**config.mk**
```make
export PLATFORM = sky130hd
export DESIGN_NAME = home_computer_io_port_unit
export DESIGN_NICKNAME = d
export VERILOG_FILES = /design/src/rtl/hcio_pkg.sv /design/src/rtl/home_computer_io_port_unit.sv /design/src/rtl/hcio_sample_calc.sv
export SDC_FILE = /design/constraint.sdc
export NUM_CORES = 1
export LEC_CHECK = 0
export BUFFER_PORTS_ARGS = -buffer_cell sky130_fd_sc_hd__buf_2
export CAP_MARGIN = 15
export CORE_MARGIN = 2
export CORE_UTILIZATION = 45
export DETAILED_ROUTE_END_ITERATION = 8
export PLACE_DENSITY_LB_ADDON = 0.15
export REMOVE_ABC_BUFFERS = 1
export SETUP_SLACK_MARGIN = 0.02
export SYNTH_ARGS = -nofsm -noshare
export SYNTH_HDL_FRONTEND = slang
export SYNTH_HIERARCHICAL = 1
export SYNTH_SLANG_ARGS = --single-unit
```
**constraint.sdc**
```tcl
create_clock -name clk -period 12.95 [get_ports clk]
set_clock_uncertainty 0.2 [all_clocks]
set_input_delay 2.59 -clock clk [delete_from_list [all_inputs] [get_ports clk]]
set_output_delay 2.59 -clock clk [all_outputs]
set_load 0.05 [all_outputs]
```
**src/rtl/hcio_pkg.sv**
```systemverilog
// ----------------------------------------------------------------------------
// hcio_pkg
// Shared types and constants of the home computer I/O port unit: event
// codes, field widths, frame timing and the reciprocal used for sample
// index scaling.
// ----------------------------------------------------------------------------
package hcio_pkg;

    // Frame timing
    localparam int TSTATES_FRAME = 69888;   // 1000 .. 131071
    localparam int SAMPLES_FRAME = 1024;    // 1 .. 2047

    // Fixed field widths
    localparam int OP_W     = 3;
    localparam int PORT_W   = 16;
    localparam int BYTE_W   = 8;
    localparam int TIME_W   = 17;
    localparam int SAMPLE_W = 11;
    localparam int BORDER_W = 3;
    localparam int FRAME_W  = 5;

    // Key matrix geometry
    localparam int KEY_ROWS = 8;
    localparam int KEY_COLS = 5;
    localparam int ROW_W    = 3;
    localparam int COL_W    = 3;

    // Event codes
    typedef enum logic [OP_W-1:0] {
        OP_READ  = 3'd0,
        OP_WRITE = 3'd1,
        OP_KEY   = 3'd2,
        OP_JOY   = 3'd3,
        OP_FRAME = 3'd4
    } op_t;

    // Byte constants
    localparam logic [BYTE_W-1:0]   BYTE_ONES    = 8'hFF;
    localparam logic [BYTE_W-1:0]   KEY_FILL     = 8'hE0;
    localparam logic [BYTE_W-1:0]   JOY_PORT_LO  = 8'h1F;
    localparam logic [BYTE_W-1:0]   LEVEL_HIGH   = 8'd200;
    localparam logic [BYTE_W-1:0]   LEVEL_LOW    = 8'd56;
    localparam logic [BORDER_W-1:0] BORDER_RESET = 3'd7;
    localparam logic [KEY_COLS-1:0] ROW_IDLE     = '1;

    localparam logic [TIME_W-1:0]   TIME_LIMIT   = TIME_W'(TSTATES_FRAME);
    localparam logic [SAMPLE_W-1:0] SAMPLE_LIMIT = SAMPLE_W'(SAMPLES_FRAME);

    // t * SAMPLES_FRAME / TSTATES_FRAME as a multiply by a rounded-up
    // reciprocal. With t saturated to the frame length, x = t * SAMPLES_FRAME
    // stays below 2^SCALED_W and x * TSTATES_FRAME below 2^RECIP_SHIFT, which
    // makes the truncated product exact.
    localparam int SCALED_W    = $clog2(TSTATES_FRAME * SAMPLES_FRAME + 1);
    localparam int RECIP_SHIFT = SCALED_W + $clog2(TSTATES_FRAME + 1);
    localparam longint unsigned RECIP_MULT =
        ((64'd1 << RECIP_SHIFT) + 64'(TSTATES_FRAME) - 64'd1) / 64'(TSTATES_FRAME);
    localparam int RECIP_W     = $clog2(RECIP_MULT + 1);
    localparam int PROD_W      = SCALED_W + RECIP_W;

endpackage

```
**src/rtl/home_computer_io_port_unit.sv**
```systemverilog
// ----------------------------------------------------------------------------
// home_computer_io_port_unit
// Keyboard matrix, joystick port, border register and event-driven beeper
// of a small home computer, one event per beat.
// ----------------------------------------------------------------------------
// Every event beat (port read, port write, key change, joystick load or frame
// end) yields exactly one result beat. The unit takes one event per cycle
// while in_stall is low; each event passes through an input register and a
// result register, and the result beat is offered from the result register
// once the event has moved on from the input register.
// The per-event work sits between those two registers: the key row
// AND, the port decode and the time-to-sample scaling, whose one
// reciprocal multiply sets the critical path. The output register decouples
// the two sides, so a new event is still taken while a result waits, and
// in_stall rises only when both registers hold a beat and the output is
// stalled.
// ----------------------------------------------------------------------------
module home_computer_io_port_unit (
    input  logic                              clk,
    input  logic                              rst_n,
    // event channel
    input  logic                              in_valid,
    output logic                              in_stall,
    input  logic [hcio_pkg::OP_W-1:0]         opcode,
    input  logic [hcio_pkg::PORT_W-1:0]       port,
    input  logic [hcio_pkg::BYTE_W-1:0]       data,
    input  logic [hcio_pkg::ROW_W-1:0]        key_row,
    input  logic [hcio_pkg::COL_W-1:0]        key_column,
    input  logic                              key_pressed,
    input  logic [hcio_pkg::TIME_W-1:0]       frame_time,
    // result channel
    output logic                              out_valid,
    input  logic                              out_stall,
    output logic [hcio_pkg::BYTE_W-1:0]       read_data,
    output logic [hcio_pkg::BORDER_W-1:0]     border_colour,
    output logic                              audio_valid,
    output logic [hcio_pkg::SAMPLE_W-1:0]     audio_first,
    output logic [hcio_pkg::SAMPLE_W-1:0]     audio_end,
    output logic [hcio_pkg::BYTE_W-1:0]       audio_level,
    output logic                              flash_phase
);
    import hcio_pkg::*;

    // ------------------------------------------------------------------
    // Handshake
    // ------------------------------------------------------------------
    logic s1_valid_reg, s1_valid_next;
    logic res_valid_reg, res_valid_next;
    logic in_accept;
    logic advance;      // result register free this cycle
    logic fire;         // event in stage 1 is processed this cycle

    // Stage 1 payload
    logic [OP_W-1:0]   op_reg;
    logic [PORT_W-1:0] port_reg;
    logic [BYTE_W-1:0] data_reg;
    logic [ROW_W-1:0]  row_reg;
    logic [COL_W-1:0]  col_reg;
    logic              pressed_reg;
    logic [TIME_W-1:0] time_reg;

    // Machine state
    logic [KEY_COLS-1:0] key_rows_reg  [KEY_ROWS];
    logic [KEY_COLS-1:0] key_rows_next [KEY_ROWS];
    logic [BYTE_W-1:0]   joy_reg, joy_next;
    logic [BORDER_W-1:0] border_reg, border_next;
    logic                beeper_reg, beeper_next;
    // the edge time only ever feeds the sample scaling, so its sample
    // index is kept instead
    logic [SAMPLE_W-1:0] last_sample_reg, last_sample_next;
    logic [FRAME_W-1:0]  frame_cnt_reg, frame_cnt_next;

    // Result register
    logic [BYTE_W-1:0]   rd_reg, rd_next;
    logic [BORDER_W-1:0] res_border_reg;
    logic                aud_valid_reg, aud_valid_next;
    logic [SAMPLE_W-1:0] aud_first_reg, aud_first_next;
    logic [SAMPLE_W-1:0] aud_end_reg, aud_end_next;
    logic [BYTE_W-1:0]   aud_level_reg, aud_level_next;
    logic                flash_reg;

    // Datapath
    logic [TIME_W-1:0]   time_sat;
    logic [SAMPLE_W-1:0] write_sample;
    logic [SAMPLE_W-1:0] run_end;
    logic                run_open;
    logic                run_ok;
    logic [KEY_COLS-1:0] key_and;
    logic                even_port;

    assign advance   = !res_valid_reg || !out_stall;
    assign in_stall  = s1_valid_reg && !advance;
    assign in_accept = in_valid && !in_stall;
    assign fire      = s1_valid_reg && advance;

    always_comb
    begin
        s1_valid_next = s1_valid_reg;
        if (in_accept)
        begin
            s1_valid_next = 1'b1;
        end
        else if (advance)
        begin
            s1_valid_next = 1'b0;
        end
    end

    always_comb
    begin
        res_valid_next = res_valid_reg;
        if (fire)
        begin
            res_valid_next = 1'b1;
        end
        else if (!out_stall)
        begin
            res_valid_next = 1'b0;
        end
    end

    // ------------------------------------------------------------------
    // Sample scaling of a write time, saturated to the frame length
    // ------------------------------------------------------------------
    assign time_sat = (time_reg > TIME_LIMIT) ? TIME_LIMIT : time_reg;

    hcio_sample_calc u_sample_calc (
        .frame_t    (time_sat),
        .sample_idx (write_sample)
    );

    assign even_port = !port_reg[0];

    // A frame end always runs to the last sample of the frame.
    assign run_end = (op_reg == OP_FRAME) ? SAMPLE_LIMIT : write_sample;
    assign run_ok  = last_sample_reg < run_end;

    // AND of the rows selected by a low high-address bit
    always_comb
    begin
        key_and = ROW_IDLE;
        for (int i = 0; i < KEY_ROWS; i++)
        begin
            if (!port_reg[BYTE_W + i])
            begin
                key_and = key_and & key_rows_reg[i];
            end
        end
    end

    // ------------------------------------------------------------------
    // Event decode: next state and result
    // ------------------------------------------------------------------
    always_comb
    begin
        key_rows_next    = key_rows_reg;
        joy_next         = joy_reg;
        border_next      = border_reg;
        beeper_next      = beeper_reg;
        last_sample_next = last_sample_reg;
        frame_cnt_next   = frame_cnt_reg;
        rd_next          = BYTE_ONES;
        run_open         = 1'b0;

        case (op_reg)
            OP_READ:
            begin
                if (even_port)
                begin
                    rd_next = BYTE_W'(key_and) | KEY_FILL;
                end
                else if (port_reg[BYTE_W-1:0] == JOY_PORT_LO)
                begin
                    rd_next = joy_reg;
                end
            end
            OP_WRITE:
            begin
                if (even_port)
                begin
                    border_next      = data_reg[BORDER_W-1:0];
                    beeper_next      = data_reg[4];
                    run_open         = 1'b1;
                    last_sample_next = write_sample;
                end
            end
            OP_KEY:
            begin
                if (col_reg < COL_W'(KEY_COLS))
                begin
                    key_rows_next[row_reg][col_reg] = !pressed_reg;
                end
            end
            OP_JOY:
            begin
                joy_next = data_reg;
            end
            OP_FRAME:
            begin
                run_open         = 1'b1;
                last_sample_next = '0;
                frame_cnt_next   = frame_cnt_reg + FRAME_W'(1);
            end
            default:
            begin
                // unused codes leave the state alone
            end
        endcase

        // the run carries the beeper level from before this event
        aud_valid_next = run_open && run_ok;
        aud_first_next = aud_valid_next ? last_sample_reg : '0;
        aud_end_next   = aud_valid_next ? run_end : '0;
        aud_level_next = !aud_valid_next ? '0 : (beeper_reg ? LEVEL_HIGH : LEVEL_LOW);
    end

    // ------------------------------------------------------------------
    // Registers
    // ------------------------------------------------------------------
    always_ff @(posedge clk or negedge rst_n)
    begin
        if (!rst_n)
        begin
            s1_valid_reg    <= 1'b0;
            res_valid_reg   <= 1'b0;
            for (int i = 0; i < KEY_ROWS; i++)
            begin
                key_rows_reg[i] <= ROW_IDLE;
            end
            joy_reg         <= '0;
            border_reg      <= BORDER_RESET;
            beeper_reg      <= 1'b0;
            last_sample_reg <= '0;
            frame_cnt_reg   <= '0;
        end
        else
        begin
            s1_valid_reg  <= s1_valid_next;
            res_valid_reg <= res_valid_next;
            if (fire)
            begin
                key_rows_reg    <= key_rows_next;
                joy_reg         <= joy_next;
                border_reg      <= border_next;
                beeper_reg      <= beeper_next;
                last_sample_reg <= last_sample_next;
                frame_cnt_reg   <= frame_cnt_next;
            end
        end
    end

    // input register payload
    always_ff @(posedge clk)
    begin
        if (in_accept)
        begin
            op_reg      <= opcode;
            port_reg    <= port;
            data_reg    <= data;
            row_reg     <= key_row;
            col_reg     <= key_column;
            pressed_reg <= key_pressed;
            time_reg    <= frame_time;
        end
    end

    // result register payload
    always_ff @(posedge clk)
    begin
        if (fire)
        begin
            rd_reg         <= rd_next;
            res_border_reg <= border_next;
            aud_valid_reg  <= aud_valid_next;
            aud_first_reg  <= aud_first_next;
            aud_end_reg    <= aud_end_next;
            aud_level_reg  <= aud_level_next;
            flash_reg      <= frame_cnt_next[FRAME_W-1];
        end
    end

    assign out_valid     = res_valid_reg;
    assign read_data     = rd_reg;
    assign border_colour = res_border_reg;
    assign audio_valid   = aud_valid_reg;
    assign audio_first   = aud_first_reg;
    assign audio_end     = aud_end_reg;
    assign audio_level   = aud_level_reg;
    assign flash_phase   = flash_reg;

    // ------------------------------------------------------------------
    // Assertions
    // ------------------------------------------------------------------
    // back-pressure only when both stages are occupied
    a_stall_full: assert property (@(posedge clk) disable iff (!rst_n)
        in_stall |-> (s1_valid_reg && res_valid_reg))
        else $error("in_stall without both stages full");

    // an emitted run is never empty and never passes the frame end
    a_run_order: assert property (@(posedge clk) disable iff (!rst_n)
        (out_valid && audio_valid) |->
            ((audio_first < audio_end) && (audio_end <= SAMPLE_LIMIT)))
        else $error("audio run out of order");

    // an emitted run carries one of the two beeper levels
    a_run_level: assert property (@(posedge clk) disable iff (!rst_n)
        (out_valid && audio_valid) |->
            ((audio_level == LEVEL_HIGH) || (audio_level == LEVEL_LOW)))
        else $error("audio level not a beeper level");

    // no run: all run fields are zero
    a_no_run: assert property (@(posedge clk) disable iff (!rst_n)
        (out_valid && !audio_valid) |->
            ((audio_first == '0) && (audio_end == '0) && (audio_level == '0)))
        else $error("run fields set without a run");

endmodule

```
**src/rtl/hcio_sample_calc.sv**
```systemverilog
// ----------------------------------------------------------------------------
// hcio_sample_calc
// Maps a saturated T-state time onto a sample index within the frame,
// rounded down and clamped to the samples per frame.
// ----------------------------------------------------------------------------
module hcio_sample_calc (
    input  logic [hcio_pkg::TIME_W-1:0]   frame_t,
    output logic [hcio_pkg::SAMPLE_W-1:0] sample_idx
);
    import hcio_pkg::*;

    logic [SCALED_W-1:0] scaled;
    logic [PROD_W-1:0]   prod;
    logic [SAMPLE_W-1:0] quot;

    // constant scale, then one multiply by the reciprocal
    assign scaled = SCALED_W'(frame_t) * SCALED_W'(SAMPLES_FRAME);
    assign prod   = PROD_W'(scaled) * PROD_W'(RECIP_MULT);
    assign quot   = SAMPLE_W'(prod >> RECIP_SHIFT);

    assign sample_idx = (quot > SAMPLE_LIMIT) ? SAMPLE_LIMIT : quot;

endmodule

```
==> results of run 1 <==
kinds of logic (layout without fill, tap and decap cells):
kind of cell    count (synthesis)  count (layout)
compound gates                201             201
xor+xnor                       15              15
fa+ha+maj                     185             185
buf+inv                       163             267
flops                         159             159
mux                            17              17
other cells                     1               3
simple gates                  194             194
metrics by stage:
step | hold slack, ns | setup slack [ns] | util (%)
CTS | 0.270 | 4.09 | 51.4
detailed placement | 0.265 | 4.14 | 49.0
global placement | 0.252 | 4.24 | 49.0
finish | 0.271 | 4.16 | 51.4
global route | 0.290 | 3.54 | 51.4
floorplan | 0.240 | 5.00 | -
synth_stat cells, drive strengths merged (4+ instances only):
master / count / area share [%]
inv: 133 / 4.6
ha: 127 / 15
edfxtp: 89 / 25
o21ai: 74 / 3.4
fa: 58 / 11
nand2: 50 / 1.7
dfstp: 43 / 11
o31ai: 42 / 3.0
dfrtp: 27 / 6.3
a21oi: 24 / 1.1
nor3: 22 / 1.6
nand3: 21 / 1.0
nor2: 18 / 0.65
buf: 16 / 1.1
mux2: 16 / 1.7
and2: 15 / 0.89
clkbuf: 14 / 0.49
nor3b: 12 / 1.1
nand2b: 11 / 0.64
o22ai: 10 / 0.58
a211oi: 9 / 0.84
nand4: 9 / 0.58
o211ai: 8 / 0.61
xor2: 8 / 0.65
a21o: 7 / 0.49
nor2b: 7 / 0.41
xnor2: 7 / 0.57
nor4: 6 / 0.41
o22a: 5 / 0.41
and3: 4 / 0.26
cell type report:
cell class,instances,area (sq um),share of cell area (%)
clock buffers,19,454,3.76
inverters,133,499,4.14
repair buffers,102,523,4.33
multi-input cells,615,5600,46.4
clock inverters,13,118,0.974
flip-flops and latches,159,4480,37.1
well taps,319,399,3.31
power groups by stage:
stage          Combinational, mW  Clock, mW  Sequential [mW]
2_1_floorplan              0.778          0            0.685
3_3_place_gp                1.07          0            0.648
3_5_place_dp                1.08          0            0.648
4_1_cts                     1.09      0.503            0.639
5_1_grt                     1.25      0.519            0.646
6_report                    1.08      0.487            0.639
cell usage in the layout, fill, tap and decap left out, drive strengths merged, types with 4 or more instances in the layout:
master / synthesis / routed
a21oi: 24 / 24
nand2b: 11 / 11
and2: 15 / 15
o21ai: 74 / 74
inv: 133 / 141
mux2: 16 / 16
buf: 16 / 102
xor2: 8 / 8
ha: 127 / 127
nor3: 22 / 22
o211ai: 8 / 8
a21o: 7 / 7
dfrtp: 27 / 27
nand4: 9 / 9
and3: 4 / 4
dfstp: 43 / 43
edfxtp: 89 / 89
nor2b: 7 / 7
nand2: 50 / 50
a211oi: 9 / 9
clkbuf: 14 / 19
nor3b: 12 / 12
nor2: 18 / 18
nor4: 6 / 6
o22a: 5 / 5
fa: 58 / 58
xnor2: 7 / 7
nand3: 21 / 21
o22ai: 10 / 10
o31ai: 42 / 42
routing by layer:
metal | share of wire [%] | track usage, % | wire length [um] | vias up
li1 | - | - | - | 3518
met1 | 49 | 27.4 | 11000 | 3339
met2 | 48 | 31.4 | 10700 | 111
met3 | 2.6 | 2.83 | 587 | 11
met4 | 0.77 | 4.42 | 172 | 0
met5 | 0 | 0 | 0 | -
how the worst min path moves through the flow:
| stage | startpoint | endpoint | slack (ns) | depth (start not counted) |
|---|---|---|---|---|
| detailed placement | frame_cnt_reg[3] | frame_cnt_reg[3] | 0.27 | 1 |
| floorplan | s1_valid_reg | out_valid | 0.24 | 1 |
| global route | s1_valid_reg | out_valid | 0.29 | 1 |
| global placement | s1_valid_reg | out_valid | 0.25 | 1 |
| finish | s1_valid_reg | out_valid | 0.27 | 1 |
| CTS | s1_valid_reg | out_valid | 0.27 | 1 |
worst max-delay path: cells and delay by family, from the launching register on:
family / cells / cell delay, ns
buffers and inverters: 4 / 0.28
AO/OA/AOI/OAI: 8 / 2.51
AND/OR/NAND/NOR: 5 / 1.21
flip-flops: 1 / 0.57
adder cells (fa/ha/maj): 8 / 3.69
==> impl_results.md, run 1 <==
- Ys async rst share: 44.0%
- Reg-to-reg slack, setup: 4.16 ns
- Via count: 6,979
- Slowest stage cell, crit path: a31oi_4
- Fin cells: 1,360
- Critical Path AT: 8.72 ns
- Part of the cycle the worst path needs: 67.9%
- Outcome: complete, no violations
- Logic pwr share: 48.9%
- Peak supply drop: 0.0960 mV
- N_diodes: 0
- Critical path capture point type: flop
- Seq/Total Area, Yosys: 41.7%
- Die height: 159 um
- Count of antenna-violating nets left after detailed routing: 0
- Final slew viol count: 0
- Clock Tree Buf Depth: 2
- Final Instance Area: 0.0121 sq mm
- Post-synthesis mux area share: 1.77%
- #FFs+latches synth: 159
- Pwr/cell area: 183 mW/mm^2
- Critical R2R Capture: audio_valid
- Minimum clock period after layout: 8.79 ns
- CTS Sinks: 159
- Die area: 0.0251 sq mm
- Max FFs per register: 40
- Crit Path Max Fanout: 24
- Post-Synth Adder-Cell Area: 25.6%
- CP startpoint: time_reg[16]
- Max cap viols: 0
- Min-delay worst type: reg2reg
- Worst r2r path cells: 25
- Remaining DRCs: 0
- Area added between synthesis and finish: 12.4%
- I/O Pins: 100
- R2r startpoint: time_reg[16]
- Switching share of power: 41.6%
- Most frequent CP cell: fa_1
- Post-synth cell types: 77
- Clock Power Share: 22.1%
- Setup Viol. Count Final: 0
- Actual slew at the worst max-slew pin: 0.942 ns
- # rows: 56
- Vias in the first global route: 7,142
- Mean Syn Cell Area: 11.5 sq um
- Post CTS Setup Buffer Count: 0
- CTS Root Cell: clkbuf_16
- Fillcell total: 2,103
- Final TNS setup: 0 ns
- Main synth FF type: edfxtp_1
- Slowest stage delay, CP: 0.76 ns
- Final HPWL DP: 17,400 um
- Drt via density: 5.13
- IO buf count: 96
- Post-cts repair resize count: 0
- Seq pwr share: 29.0%
- Largest net degree at the start of global routing: 71
- DR iter-0 viols: 417
- CTS tree: yes
- Nets: 1,268
- Worst Path Required: 12.88 ns
- P_leak: 5.34 nW
- CTS clock-pin slew for the worst setup and hold paths: 0.07 ns
- FMAX: 114 MHz
- Main combinational cell family by area after synthesis: adder cells
- Initial Util: 45.8%
- Gr usage total: 19.3%
- Critical path type: reg2reg
- Simple-Gate Fraction of Synth Area: 10.9%
- CTS buffer count: 17
- First-pass GRT wire length: 37,300 um
- Avg WL per Cell: 16.5 um
- Clk Latency, worst-skew pair: 0.43 ns
- Gr ovfl total: 0
- XOR/XNOR Fraction of Synth Area: 1.22%
- Placed inst area: 0.0115 sq mm
- Slew headroom: 37.2%
- Post-synthesis cell count: 935
- Die Wd: 159 um
- Hold-fix buffers, CTS: 0
- Design Power: 2.20 mW
- Inst Count DP: 1,328
- Compound-gate portion of the synthesized area: 12.5%
- EDFF count, synth: 89
- Synth Warn #: 6
- Netlist Area Pre-Place: 0.0107 sq mm
- Htree depth: 4
- Final Hold Fails: 0
- Worst setup endpoint: audio_valid
- Drt total wl: 22,400 um
- Antenna violations before repair: 0
- Proportion of layout cells with a drive suffix above 1: 22.9%
- Int Pwr: 1.29 mW
- RSZ-0062 raised after global routing: false
- GPL Wtd Cong: 0.853
- CORE AREA: 0.0235 sq mm
- DRT Pass-1 Iters: 5
- Worst setup SP type: flop
- Psw: 0.917 mW
No activity file was read; power rests on OpenSTA's default activity.
==> inputs of run 2 (changes only) <==
- clock period: 12.95 -> 7.45 ns (I/O delays scaled with it)
==> run 2 against run 1 <==
The run now ends with negative setup slack left. First-iteration DRC count down 13%. Largest cell class unchanged. Cell count up 8.9%. Register-to-register slack worse by 4.8 ns. Critical endpoint is now audio_end[0]. Routed wire length up 13%. Via count up 9.7%. Fmax up 9.3%.
==> impl_results.md, run 2 (synthesis results as in run 1) <==
- Outcome: finished with violations
- Violated checks: negative setup slack
- Max FFs per register: 40
- Critical path capture point type: flop
- CORE AREA: 0.0235 sq mm
- Largest net degree at the start of global routing: 71
- Hold-fix buffers, CTS: 0
- Clk Latency, worst-skew pair: 0.43 ns
- DR iter-0 viols: 361
- Placed inst area: 0.0122 sq mm
- Inst Count DP: 1,421
- Global-route met1 utilization: 28.2%
- Die area: 0.0251 sq mm
- Die height: 159 um
- Commonest non-fill, non-tap cell in the layout: inv_1
- Final slew viol count: 0
- Final Hold Fails: 0
- Actual slew at the worst max-slew pin: 0.902 ns
- Minimum clock period after layout: 8.04 ns
- Int Pwr: 2.91 mW
- Die Wd: 159 um
- IO buf count: 96
- Clock Tree Buf Depth: 2
- HP Start: frame_cnt_reg[3]
- Vias in the first global route: 7,891
- Proportion of layout cells with a drive suffix above 1: 36.4%
- Critical path type: reg2reg
- Final Instance Area: 0.0137 sq mm
- I/O Pins: 100
- Hold depth: 1
- Critical Path AT: 8.02 ns
- Area added between synthesis and finish: 27.4%
- Min-delay worst type: reg2reg
- R2r startpoint: time_reg[6]
- Worst Hold Path EP: frame_cnt_reg[3]
- Pre-CTS setup slack: -0.556 ns
- Psw: 1.92 mW
- Logic pwr share: 57.3%
- Count of antenna-violating nets left after detailed routing: 0
- CTS buffer count: 17
- FMAX: 124 MHz
- Initial Util: 45.8%
- CTS clock-pin slew for the worst setup and hold paths: 0.07 ns
- Nets: 1,389
- Critical R2R Capture: audio_end[0]
- DRT Pass-1 Iters: 5
- Setup Viol. Count Final: 26
- CP top delay family: adder cells
- Worst Path Required: 7.43 ns
- Switching share of power: 39.8%
- Peak supply drop: 0.173 mV
- CTS Sinks: 159
- Crit Path Max Fanout: 6
- Reg-to-reg slack, setup: -0.59 ns
- Min setup slack post-route: -0.590 ns
- GRT met2 Usage: 36.2%
- Critical path depth: 31
- Part of the cycle the worst path needs: 108%
- Slew headroom: 39.8%
- GPL Wtd Cong: 0.818
- # rows: 56
- Max cap viols: 0
- Antenna violations before repair: 0
- GR Util met3: 2.86%
- Slowest stage cell, crit path: or4_4
- Via count: 7,657
- Remaining DRCs: 0
- Slowest stage delay, CP: 0.56 ns
- Htree depth: 4
- Crit path buf inv count: 7
- P_leak: 6.05 nW
- Fin cells: 1,481
- RSZ-0062 raised after global routing: true
- First-pass GRT wire length: 40,800 um
- Drt via density: 5.17
- Most frequent CP cell: inv_2
- Finished Core Util: 58.3%
- Gr ovfl total: 0
- Avg WL per Cell: 17.0 um
- Worst setup SP type: flop
- Seq pwr share: 23.1%
- Final HPWL DP: 18,400 um
- CTS Root Cell: clkbuf_16
- CTS tree: yes
- Most frequent cells in the layout: 126 x inv_1, 111 x ha_1, 105 x buf_4, 96 x buf_2, 89 x edfxtp_1
- Worst r2r path cells: 31
- Drt total wl: 25,200 um
- Gr usage total: 21.1%
- Pwr/cell area: 353 mW/mm^2
- Design Power: 4.84 mW
- GRT Max-Usage Layer: met2
- Clock Power Share: 19.6%
- N_diodes: 0
## run 2: power by group through the flow
stage	clock network (mW)	registers, mW	logic, mW
after floorplan	0	1.19	1.35
after global placement	0	1.13	2.23
after detailed placement	0	1.13	2.25
after CTS	0.970	1.11	2.62
after global routing	1.00	1.13	3.07
final	0.947	1.12	2.77
## run 2: layout make-up
cell class,count,area [sq um]
sequential,159,4480
tap,319,399
fill,1936,9780
clock buffer,17,425
clock inverter,15,211
inverter,133,499
multi-input combinational,618,6120
timing repair buffer,220,1560
## run 2: routing by layer
metal	wire, um	part of all wire, %
met2	12500	50
met4	401	1.6
met5	0	0
met1	11500	46
met3	794	3.1
## run 2: worst max path at each step
stage | start | to
2_1_floorplan | time_reg[16] | audio_level[3]
3_3_place_gp | time_reg[4] | audio_level[3]
3_5_place_dp | time_reg[4] | audio_first[2]
4_1_cts | time_reg[3] | audio_end[0]
5_1_grt | time_reg[0] | audio_end[0]
6_report | time_reg[6] | audio_end[0]
## run 2: per-stage QoR
stage | setup TNS (ns) | hold slack (ns)
6_report | -14.29 | 0.269
5_1_grt | -19.37 | 0.288
4_1_cts | -9.49 | 0.268
3_5_place_dp | -13.79 | 0.263
3_3_place_gp | -9.82 | 0.255
2_1_floorplan | -12.01 | 0.240
## run 2: what timing repair did
item                                   CTS  global route
endpoints found under the hold margin    0             0
pin swaps                               20            29
resized for setup                       72            42
setup endpoints to repair               26            27
setup buffers                           20             8
gates cloned                             6             2
==> inputs of run 3 (changes only) <==
- RECOVER_POWER: default -> 100
==> run 3 against run 2 <==
The run ends with max-capacitance violations, max-slew violations, negative setup slack left. Critical path depth unchanged. Setup slack about the same. Sequential cell count unchanged. Highest routed layer unchanged.
==> impl_results.md, run 3 (synthesis results as in run 1) <==
- Final HPWL DP: 18,400 um
- Part of the cycle the worst path needs: 108%
- DRT Pass-1 Iters: 6
- # rows: 56
- Worst Path Required: 7.43 ns
- Antenna violations before repair: 0
- I/O Pins: 100
- Largest net degree at the start of global routing: 71
- Most frequent cells in the layout: 126 x inv_1, 111 x ha_1, 104 x buf_4, 94 x buf_2, 89 x edfxtp_1
- Logic pwr share: 57.3%
- Die Wd: 159 um
- Htree depth: 4
- Drt total wl: 25,200 um
- Final slew viol count: 71
- Via count: 7,654
- FMAX: 124 MHz
- Violated checks: max-capacitance violations, max-slew violations, negative setup slack
- Setup Viol. Count Final: 26
- Min setup slack post-route: -0.590 ns
- Count of antenna-violating nets left after detailed routing: 0
- Critical path capture point type: flop
- Hold-fix buffers, CTS: 0
- GPL Wtd Cong: 0.818
- Initial Util: 45.8%
- CTS clock-pin slew for the worst setup and hold paths: 0.07 ns
- Finished Core Util: 58.3%
- RSZ-0062 raised after global routing: true
- Clock Power Share: 19.6%
- Psw: 1.92 mW
- IO buf count: 96
- Pwr/cell area: 353 mW/mm^2
- Drt via density: 5.17
- Commonest non-fill, non-tap cell in the layout: inv_1
- Gr usage total: 21.1%
- First-pass GRT wire length: 40,800 um
- Clock Tree Buf Depth: 2
- N_diodes: 0
- Switching share of power: 39.8%
- Clk Latency, worst-skew pair: 0.43 ns
- Die area: 0.0251 sq mm
- Proportion of layout cells with a drive suffix above 1: 36.1%
- CTS Sinks: 159
- Minimum clock period after layout: 8.04 ns
- Critical Path AT: 8.02 ns
- Outcome: finished with violations
- Worst setup SP type: flop
- CTS buffer count: 17
- Max FFs per register: 40
- Final Hold Fails: 0
- CTS Root Cell: clkbuf_16
- Seq pwr share: 23.2%
- Die height: 159 um
- Area added between synthesis and finish: 27.4%
- Vias in the first global route: 7,891
- Slowest stage cell, crit path: or4_4
- Min-delay worst type: reg2reg
- Slew headroom: -154%
- P_leak: 6.04 nW
- Crit Path Max Fanout: 6
- Slowest stage delay, CP: 0.56 ns
- Remaining DRCs: 0
- Gr ovfl total: 0
- Avg WL per Cell: 17.0 um
- Final TNS setup: -14.29 ns
- Nets: 1,389
- DR iter-0 viols: 361
- Most frequent CP cell: inv_2
- Fin cells: 1,481
- Peak supply drop: 0.173 mV
- Fillcell total: 1,940
- Critical path type: reg2reg
- CTS tree: yes
- Max cap viols: 1
- Actual slew at the worst max-slew pin: 3.80 ns
- Int Pwr: 2.91 mW
- CORE AREA: 0.0235 sq mm
- Inst Count DP: 1,421
==> run 3: changes by cell type in the layout (fill, tap and decap cells not counted) <==
cell,before,now
clkbuf_1,0,3
buf_2,96,94
buf_4,105,104
==> run 3: through the flow <==
stage                     cell area (sq um)  power, mW  hold WS [ns]  setup WS [ns]
after global routing                  13700       5.20         0.288         -0.792
after CTS                             13500       4.70         0.268         -0.399
final                                 13700       4.83         0.269         -0.590
after detailed placement              12200       3.38         0.263         -0.556
after floorplan                       10600       2.54         0.240         -0.502
after global placement                12200       3.35         0.255         -0.392
==> run 3: final timing paths <==
check,cells past startpoint,to,from,slack (ns)
max,31,audio_end[0],time_reg[6],-0.59
min,1,frame_cnt_reg[3],frame_cnt_reg[3],0.27
max reg2reg,31,audio_end[0],time_reg[6],-0.59
min reg2reg,1,frame_cnt_reg[3],frame_cnt_reg[3],0.27
max in group asynchronous,2,joy_reg[2],rst_n,2.64
min in group asynchronous,2,out_valid,rst_n,2.27
==> run 3: worst max-delay path, delay by kind of cell (launching register included) <==
| kind | cells | cell delay (ns) |
|---|---|---|
| AOI/OAI and AO/OA | 8 | 1.88 |
| adders and majority gates | 8 | 3.08 |
| buffers and inverters | 7 | 0.62 |
| DFF | 1 | 0.38 |
| and+or+nand+nor | 8 | 1.63 |
==> run 3: repair_timing <==
action                     CTS  global route
setup buffers               20             8
gates cloned                 6             2
pin swaps                   20            29
resized for setup           72            42
setup endpoints to repair   26            27
==> run 3: layer usage <==
metal | part of all wire, % | GRT usage (%) | up-vias
met2 | 50 | 36.2 | 161
met1 | 46 | 28.2 | 3697
met4 | 1.6 | 5.53 | 0
met3 | 3.2 | 2.86 | 31
met5 | 0 | 0 | -
li1 | - | - | 3765
==> run 3: power by group through the flow <==
stage	combinational (mW)	sequential (mW)	clock, mW
2_1_floorplan	1.35	1.19	0
3_3_place_gp	2.23	1.13	0
3_5_place_dp	2.25	1.13	0
4_1_cts	2.62	1.11	0.970
5_1_grt	3.07	1.13	1.00
6_report	2.77	1.12	0.946
==> run 3: layout make-up <==
cell class / count / area, sq um / area share, %
Tap cell: 319 / 399 / 2.92
Inverter: 133 / 499 / 3.65
Timing Repair Buffer: 220 / 1550 / 11.3
Clock inverter: 15 / 211 / 1.55
Sequential cell: 159 / 4480 / 32.7
Multi-Input combinational cell: 618 / 6120 / 44.7
Clock buffer: 17 / 425 / 3.11
